## src/pcmfc_pkg.sv

```systemverilog
package pcmfc_pkg;

    typedef enum logic [1:0] {
        FMT_LIN16 = 2'd0,
        FMT_LIN8  = 2'd1,
        FMT_ULAW  = 2'd2,
        FMT_ALAW  = 2'd3
    } t_fmt;

    localparam int unsigned MAG_W = 14;
    localparam int unsigned NUM_SEG = 8;

    localparam logic [MAG_W-1:0] MU_CLIP = 14'd8159;
    localparam logic [MAG_W-1:0] MU_BIAS = 14'd33;

    localparam logic [7:0] LIN8_OFFSET = 8'h80;
    localparam logic [7:0] MU_MASK_POS = 8'hFF;
    localparam logic [7:0] MU_MASK_NEG = 8'h7F;
    localparam logic [7:0] A_MASK_POS  = 8'hD5;
    localparam logic [7:0] A_MASK_NEG  = 8'h55;
    localparam logic [7:0] SEG_OVER    = 8'h7F;

    typedef logic [MAG_W-1:0] t_seg_tab [NUM_SEG];

    localparam t_seg_tab MU_SEG_END = '{
        14'h003F, 14'h007F, 14'h00FF, 14'h01FF,
        14'h03FF, 14'h07FF, 14'h0FFF, 14'h1FFF
    };

    localparam t_seg_tab A_SEG_END = '{
        14'h001F, 14'h003F, 14'h007F, 14'h00FF,
        14'h01FF, 14'h03FF, 14'h07FF, 14'h0FFF
    };

    // first segment whose end is not below v, NUM_SEG when none
    function automatic logic [3:0] seg_find(input logic [MAG_W-1:0] v,
                                            input t_seg_tab tab);
        logic [3:0] seg;
        seg = 4'(NUM_SEG);
        for (int i = NUM_SEG - 1; i >= 0; i--) begin
            if (v <= tab[i]) begin
                seg = 4'(i);
            end
        end
        return seg;
    endfunction

endpackage

```

## src/pcm16_sample_format_converter.sv

```systemverilog
// pipeline: a transaction accepted at one clock edge passes through the stage 1,
//   stage 2 and stage 3 registers before its result strobe appears
// throughput: one sample per cycle, set by the three-stage encode pipeline
// busy never rises and the receiver cannot stall, so nothing is held back
// reset: synchronous active-low; clears the stage valid bits and sets the
//   output format to linear16
module pcm16_sample_format_converter (
    input  logic        i_clk,
    input  logic        i_rst_n,
    input  logic        i_cfg_wr_en,
    input  logic [1:0]  i_cfg_wr_data,
    input  logic        start,
    output logic        busy,
    input  logic signed [15:0] i_sample,
    input  logic        i_silence,
    input  logic        i_last_in,
    output logic        o_valid,
    output logic [15:0] o_coded_word,
    output logic        o_is_byte,
    output logic        o_last_out
);
    import pcmfc_pkg::*;

    t_fmt r_output_format;

    // stage 1: captured sample
    logic        r1_vld;
    logic [15:0] r1_raw;
    t_fmt        r1_fmt;
    logic        r1_last;

    // stage 2: sign and magnitude
    logic             r2_vld;
    logic [15:0]      r2_raw;
    t_fmt             r2_fmt;
    logic             r2_last;
    logic             r2_neg;
    logic [MAG_W-1:0] r2_mag;
    logic [MAG_W-1:0] n2_mag;

    // stage 3: output registers
    logic        r3_vld;
    logic [15:0] r3_word;
    logic        r3_is_byte;
    logic        r3_last;
    logic [15:0] n3_word;

    logic              accept;
    logic signed [13:0] mu_lin;
    logic signed [12:0] a_lin;
    logic [14:0]       mu_abs;
    logic [MAG_W-1:0]  mu_clip;

    logic [3:0]       mu_seg;
    logic [3:0]       a_seg;
    logic [MAG_W-1:0] mu_shift;
    logic [MAG_W-1:0] a_shift;
    logic [3:0]       a_mant;
    logic [7:0]       mu_code;
    logic [7:0]       a_code;

    assign busy   = 1'b0;
    assign accept = start && !busy;

    always_ff @(posedge i_clk) begin
        if (!i_rst_n) begin
            r_output_format <= FMT_LIN16;
        end else if (i_cfg_wr_en) begin
            r_output_format <= t_fmt'(i_cfg_wr_data);
        end
    end

    // stage 1
    always_ff @(posedge i_clk) begin
        if (!i_rst_n) begin
            r1_vld <= 1'b0;
        end else begin
            r1_vld <= accept;
        end
        r1_raw  <= i_silence ? 16'h0000 : i_sample;
        r1_fmt  <= r_output_format;
        r1_last <= i_last_in;
    end

    // stage 2: mu-law works on 14 bits, a-law on 13
    always_comb begin
        mu_lin = $signed(r1_raw[15:2]);
        a_lin  = $signed(r1_raw[15:3]);
        if (mu_lin < 0) begin
            mu_abs = 15'(-$signed({mu_lin[13], mu_lin}));
        end else begin
            mu_abs = {1'b0, mu_lin};
        end
        mu_clip = (mu_abs > {1'b0, MU_CLIP}) ? MU_CLIP : mu_abs[MAG_W-1:0];
        if (r1_fmt == FMT_ALAW) begin
            // one's complement of a negative value gives -v-1
            n2_mag = {2'b00, (a_lin[12] ? ~a_lin[11:0] : a_lin[11:0])};
        end else begin
            n2_mag = mu_clip + MU_BIAS;
        end
    end

    always_ff @(posedge i_clk) begin
        if (!i_rst_n) begin
            r2_vld <= 1'b0;
        end else begin
            r2_vld <= r1_vld;
        end
        r2_raw  <= r1_raw;
        r2_fmt  <= r1_fmt;
        r2_last <= r1_last;
        r2_neg  <= r1_raw[15];
        r2_mag  <= n2_mag;
    end

    // stage 3: segment search and code assembly
    always_comb begin
        mu_seg   = seg_find(r2_mag, MU_SEG_END);
        a_seg    = seg_find(r2_mag, A_SEG_END);
        mu_shift = r2_mag >> (mu_seg + 4'd1);
        a_shift  = r2_mag >> a_seg;
        a_mant   = (a_seg < 4'd2) ? r2_mag[4:1] : a_shift[3:0];

        if (mu_seg == 4'(NUM_SEG)) begin
            // biased magnitude past the top segment
            mu_code = SEG_OVER ^ (r2_neg ? MU_MASK_NEG : MU_MASK_POS);
        end else begin
            mu_code = {1'b0, mu_seg[2:0], mu_shift[3:0]}
                      ^ (r2_neg ? MU_MASK_NEG : MU_MASK_POS);
        end
        a_code = {1'b0, a_seg[2:0], a_mant} ^ (r2_neg ? A_MASK_NEG : A_MASK_POS);

        case (r2_fmt)
            FMT_LIN16: n3_word = r2_raw;
            FMT_LIN8:  n3_word = {8'h00, r2_raw[15:8] ^ LIN8_OFFSET};
            FMT_ULAW:  n3_word = {8'h00, mu_code};
            FMT_ALAW:  n3_word = {8'h00, a_code};
            default:   n3_word = r2_raw;
        endcase
    end

    always_ff @(posedge i_clk) begin
        if (!i_rst_n) begin
            r3_vld <= 1'b0;
        end else begin
            r3_vld <= r2_vld;
        end
        r3_word    <= n3_word;
        r3_is_byte <= (r2_fmt != FMT_LIN16);
        r3_last    <= r2_last;
    end

    assign o_valid      = r3_vld;
    assign o_coded_word = r3_word;
    assign o_is_byte    = r3_is_byte;
    assign o_last_out   = r3_last;

    a_latency: assert property (@(posedge i_clk) disable iff (!i_rst_n)
        accept |-> ##3 o_valid)
        else $error("accepted transaction did not reach the output");

    a_byte_upper_zero: assert property (@(posedge i_clk) disable iff (!i_rst_n)
        (o_valid && o_is_byte) |-> (o_coded_word[15:8] == 8'h00))
        else $error("byte code with nonzero upper bits");

    a_last_follows: assert property (@(posedge i_clk) disable iff (!i_rst_n)
        o_valid |-> (o_last_out == $past(i_last_in, 3)))
        else $error("last marker out of step with its sample");

    a_no_spurious: assert property (@(posedge i_clk) disable iff (!i_rst_n)
        o_valid |-> $past(accept, 3))
        else $error("result strobe without an accepted transaction");

endmodule
```

## config.mk

```make
export PLATFORM = sky130hd
export DESIGN_NAME = pcm16_sample_format_converter
export DESIGN_NICKNAME = d
export VERILOG_FILES = /design/src/pcmfc_pkg.sv /design/src/pcm16_sample_format_converter.sv
export SDC_FILE = /design/constraint.sdc
export NUM_CORES = 1
export LEC_CHECK = 0
export ABC_CLOCK_PERIOD_IN_PS = 7300
export BUFFER_PORTS_ARGS = -buffer_cell sky130_fd_sc_hd__buf_2
export CAP_MARGIN = 10
export CORE_MARGIN = 5
export CORE_UTILIZATION = 39
export CTS_CLUSTER_SIZE = 8
export DETAILED_ROUTE_END_ITERATION = 6
export GPL_TIMING_DRIVEN = 0
export MAX_ROUTING_LAYER = met4
export PLACE_DENSITY = 0.54
export SYNTH_ARGS = -nofsm -noshare
export SYNTH_HDL_FRONTEND = slang
export SYNTH_SLANG_ARGS = --single-unit
```

## constraint.sdc

```tcl
create_clock -name i_clk -period 7.3 [get_ports i_clk]
set_input_delay 1.46 -clock i_clk [delete_from_list [all_inputs] [get_ports i_clk]]
set_output_delay 1.46 -clock i_clk [all_outputs]
set_load 0.02 [all_outputs]
```

After elaboration in Yosys (flattened, before gate mapping)
Index checks and enable logic that the tools add are counted.
- input port bits: 24
- output and inout port bits: 20
- memories kept: 0
- latch bits: 0
- register bits: 76
- word-level logic and storage cells: 70
- ROM bits: 0
- memory bits (writable): 0
- reduce and logical (&&, ||, !) cells: 2
- eq/ne operators: 5
- shift operators: 2
- bitwise operators: 5
- order comparisons: 12
- mux-type cells: 25
- divide/modulo/power cells: 0
- add/subtract/negate cells: 3
- multiply operators: 0
- operator list (cell ; count):
    4-bit 2-to-1 mux ; 17
    16-bit case mux with 4 select lines ; 1
    14-bit by 4-bit right shift with 4-bit output ; 2
    12-bit 2-to-1 mux ; 2
    8-bit 2-to-1 mux ; 3
    7-bit by 8-bit bitwise XOR with 8-bit output ; 2
    15-bit by 13-bit > comparator with 1-bit output (second input constant) ; 1
    15-bit 2-to-1 mux ; 1
    14-bit negator with 15-bit output ; 1
    14-bit by 6-bit adder with 14-bit output (second input constant) ; 1
    14-bit by 10-bit less-or-equal comparator with 1-bit output (second input constant) ; 1
    14-bit by 11-bit less-or-equal comparator with 1-bit output (second input constant) ; 1
    14-bit by 12-bit less-or-equal comparator with 1-bit output (second input constant) ; 1
    14-bit by 13-bit less-or-equal comparator with 1-bit output (second input constant) ; 1
    14-bit by 5-bit less-or-equal comparator with 1-bit output (second input constant) ; 1
    14-bit by 6-bit less-or-equal comparator with 1-bit output (second input constant) ; 1
    14-bit by 7-bit less-or-equal comparator with 1-bit output (second input constant) ; 1
    14-bit by 8-bit less-or-equal comparator with 1-bit output (second input constant) ; 1
    14-bit by 9-bit less-or-equal comparator with 1-bit output (second input constant) ; 1
    14-bit by 1-bit less-than comparator with 1-bit output (second input constant) ; 1
    14-bit 2-to-1 mux ; 1
    12-bit NOT ; 1
    7-bit NOT ; 1
    2-bit equality test (second input constant) ; 3
    other kinds (7) ; 7

Logic depth before layout (Yosys ltp)
- depth in word-level cells: 14
- depth in mapped cells: 17
- gate-level depth less buffers: 15

Worst setup path after synthesis
No wires, ideal clock.
- kind: flip-flop to flip-flop
- start point: register r1_raw[2]
- end point: register r2_mag[10]
- period minus slack after synthesis: 4.974 ns
- required time: 7.236 ns
- library setup time: 0.064 ns
- cell stages (with the launch flop): 18
- buffers on the path: 2
- path slack: 2.326 ns
- arrival: 4.911 ns
- path through: dfxtp_1 > inv_1 > ha_1 > or4b_4 > or3_1 > o221a_1 > or3_1 > buf_6 > o41ai_4 > nand2b_1 > ha_1 > buf_1 > inv_1 > a2111oi_0 > a21oi_1 > or4_1 > o211ai_1 > nand3b_1
- word-level cells in the longest chain between the ends: 6
- elaborated cells on any way between the ends: 7
- classes of those cells: 2 x add/sub; 2 x order compare; 3 x mux
- RTL lines (what ; RTL line ; text):
    from (decl) ; pcm16_sample_format_converter.sv:28 ; logic [15:0] r1_raw;
    from (signal assigned) ; pcm16_sample_format_converter.sv:80 ; r1_raw <= i_silence ? 16'h0000 : i_sample;
    14-bit negator with 15-bit output / 14-bit by 1-bit less-than comparator with 1-bit output (equally long branches) ; pcm16_sample_format_converter.sv:90, pcm16_sample_format_converter.sv:89 ;
    15-bit 2-to-1 mux * ; pcm16_sample_format_converter.sv:89 ; if (mu_lin < 0) begin
    15-bit by 13-bit > comparator with 1-bit output ; pcm16_sample_format_converter.sv:94 ; mu_clip = (mu_abs > {1'b0, MU_CLIP}) ? MU_CLIP : mu_abs[MAG_W-1:0];
    14-bit 2-to-1 mux * ; pcm16_sample_format_converter.sv:94 ;
    14-bit by 6-bit adder with 14-bit output * ; pcm16_sample_format_converter.sv:99 ; n2_mag = mu_clip + MU_BIAS;
    12-bit 2-to-1 mux * ; pcm16_sample_format_converter.sv:95 ; if (r1_fmt == FMT_ALAW) begin
    named net n2_mag[10] ; pcm16_sample_format_converter.sv:39 ; logic [MAG_W-1:0] n2_mag;
    to (signal assigned) ; pcm16_sample_format_converter.sv:113 ; r2_mag <= n2_mag;
    to (decl) ; pcm16_sample_format_converter.sv:38 ; logic [MAG_W-1:0] r2_mag;
Mark *: on every way through the listed nets, which the timed path passes. The rest lies on a longest branch.
A chain may end at the register's enable or synchronous reset.

Worst setup path after layout
Same ends and word-level chain as after synthesis.

==> results by group <==
Yosys
  – Mapped cell area: roughly 4000 um2
  – Post-synth top area cell: dfxtp_1
  – Top cells by area, synth: dfxtp_1, a21oi_1, nor2b_1, xnor2_1, nor2_1
  – Top cell type's share of synthesized area: 37.89%
  – Synth top cells by count: dfxtp_1, nor2_1, a21oi_1
  – Dominant cell by count in the synthesized netlist: dfxtp_1
  – Net count after synthesis: 492
  – Register area share after synthesis: 37.89%
  – Share of flip-flops with an asynchronous set or reset: 0%
  – Seq cells post-synth: 75
  – Avg Synthesized Cell Area: between 8 and 9 um2
  – Post-synth EDFFs: 0
  – Distinct cells, synth: 67
  – Mapped Cells: between 400 and 500
  – Top_reg_cell synth: dfxtp_1
  – Synth warn: 0

Route
  – DRT iter0 DRCs: 292
  – ANT nets after route: 0
  – Wire per inst: 16.33 um
  – Post-route DRC: 0
  – Vias: 3643
  – Drt pass-1 iters: 5
  – DRT Wirelength: 10700 um
  – Vias/cell: 5.562

Die
  – IO Count: 44
  – Die height: 110.8 um
  – Die Area: roughly 12000 um2
  – Die width: 110.8 um
  – Initial Utilization: 40.17%
  – Core area: 9864 um2
  – Num rows: 36

Clock tree
  – Bufs on Longest Clock Path: 2
  – Root buf cell: clkbuf_8
  – Clock sinks: 75
  – Hold-fix buffers at CTS: 0
  – Clock transition at the registers of the reported paths: 80 ps
  – Worst-skew pair later-pin latency: 350 ps
  – CTS tree: built
  – Post-CTS Setup Bufs: 0
  – Post_cts resized: 0
  – Cts bufs inserted: 9
  – Htree depth: 3

Status
  – Status: finished, final reports clean

Global route
  – First-pass GRT wire length: 17390 um
  – Largest net degree at the start of global routing: 15
  – GRT Overall Usage: 17.83%
  – Initial antenna violation count: 0
  – Overflow after GRT: 0
  – Vias in the first global route: between 3000 and 4000

Final layout
  – Nets: 546
  – Syn-to-layout area delta: 14.43%
  – Filler cell count in the final layout: 1003
  – Share of layout cells above drive strength 1: 14.56%
  – Antenna cells: 0

Timing
  – Hold WS: ~330 ps
  – Clock skew: a little under 10 ps
  – TNS Setup: 0 ps
  – Final slew viol count: 0
  – Slew HR: between 40 and 50%
  – Max Fclk: approximately 180 MHz
  – Unrepaired setup endpoints after global routing: false
  – Final Setup Violations: 0
  – Tcrit/Tclk final: 76.92%
  – Final hold violations: 0
  – Worst-Margin Slew: 856.8 ps
  – Min cycle time layout: between 5000 and 6000 ps

Setup path
  – Critical path launch point type: flip-flop
  – Critical path arrival: ~5900 ps
  – Worst path cell trace: inv_1, ha_1, or4b_4, or3_1, o221a_1, or3_1, buf_6, o41ai_4, nand2b_1, ha_1, buf_1, inv_1, a2111oi_0, dlymetal6s2s_1, a21oi_1, or4_1, o211ai_1, nand3b_1
  – CP Class: flip-flop to flip-flop
  – Critical path capture point type: flip-flop
  – Slowest-stage cell, CP: or4b_4
  – Worst-path fanout max: 9
  – Slowest stage delay, CP: 550 ps
  – Critical Path RT: 7590 ps

Min path
  – Hold Crit Class: flip-flop to flip-flop

Run
  – Max Cap Viol: 0

Power
  – P_leak: 1.824 nW
  – Peak VDD IR: 0.1175 mV
  – P per Cell Area: about 240 nW/um2

Placed design
  – Final GP Congestion: 0.9168
  – Port bufs: 42
  – DP HPWL: roughly 8200 um
[path summary, 6_finish.rpt]
kind / depth (start not counted) / slack (ps) / end / start
worst max-delay path: 18 / 1680 / r2_mag[10] / r1_raw[2]
worst min register to register: 0 / 330 / o_last_out / r2_last
worst min-delay path: 0 / 330 / o_last_out / r2_last
worst max register to register: 18 / 1680 / r2_mag[10] / r1_raw[2]
[metrics by stage]
step	area (um2)	setup slack, ps	cells	util, %	total power, mW
6_report	4534	1685	655	45.97	1.074
5_1_grt	4534	1401	655	45.97	1.138
4_1_cts	4522	1307	654	45.84	1.082
3_5_place_dp	4339	1358	638	43.99	0.7903
3_3_place_gp	4339	1333	638	43.99	0.7922
2_1_floorplan	3963	2326	463	-	0.7024
[state kept, by name (all words and copies together), names as in the netlist]
signal and count:
o_coded_word 16, r1_raw 16, r2_raw 15, r2_mag 14
r1_fmt 2, r2_fmt 2, r_output_format 2, o_is_byte 1
o_last_out 1, o_valid 1, r1_last 1, r1_vld 1
r2_last 1, r2_neg 1, r2_vld 1
[report_power, final]
part           total (mW)  switching, mW  internal (mW)  leakage (nW)
Clock               0.287          0.151          0.135        0.0974
Combinational       0.319          0.200          0.119          1.10
Sequential          0.468         0.0252          0.443         0.625
Total                1.07          0.376          0.698          1.82
[cells by family after synthesis]
| kind of cell | share of synthesized area (%) |
|---|---|
| DFF | 37.89 |
| AOI/OAI and AO/OA | 25.23 |
| and+or+nand+nor | 19.61 |
| buffers and inverters | 5.052 |
| xor gates and xnor gates | 5.747 |
| other | 0.09464 |
| adders and majority gates | 1.579 |
| muxes | 4.799 |
[area by class of cell]
cell class	instances	area (um2)	area share [%]
plain buffers	30	132.6	2.925
inverters	18	67.56	1.490
well taps	133	166.4	3.670
repair buffers	43	222.7	4.912
clock buffers	10	137.6	3.035
clock inverters	6	45.04	0.9934
multi-input cells	340	2261	49.86
flip-flops and latches	75	1501	33.11
[layer usage]
layer | share of wire (%) | vias up | GRT usage (%)
li1 | - | 1799 | -
met1 | 46 | 1703 | 22.92
met2 | 46 | 115 | 27.18
met3 | 4.5 | 26 | 3.275
met4 | 3.7 | 0 | 8.292
met5 | 0 | - | -
[worst max-delay path: cells and delay by family (launching register included)]
family | cells | cell delay, ps
simple gates | 6 | 2170
compound gates | 5 | 1550
buf+inv | 5 | 1010
fa+ha+maj | 2 | 430
flops | 1 | 410
[cell usage in the layout, fill, tap and decap left out, drive strengths merged, types with 5 or more instances in the layout]
cell / synthesis / final
nand2b: 5 / 5
ha: 5 / 5
buf: 5 / 47
xnor2: 16 / 16
nor2b: 23 / 23
o22ai: 6 / 6
mux2i: 10 / 10
a31oi: 12 / 12
o41ai: 6 / 6
nor2: 35 / 35
nand3: 17 / 17
nand2: 27 / 27
inv: 17 / 20
dfxtp: 75 / 75
or3: 6 / 6
xor2: 10 / 10
clkbuf: 25 / 35
o211ai: 5 / 5
a21oi: 30 / 30
o21ai: 28 / 28
nor3: 6 / 6
and2: 14 / 14
o31ai: 6 / 6
Note: power is estimated with default switching activity, not from simulation.
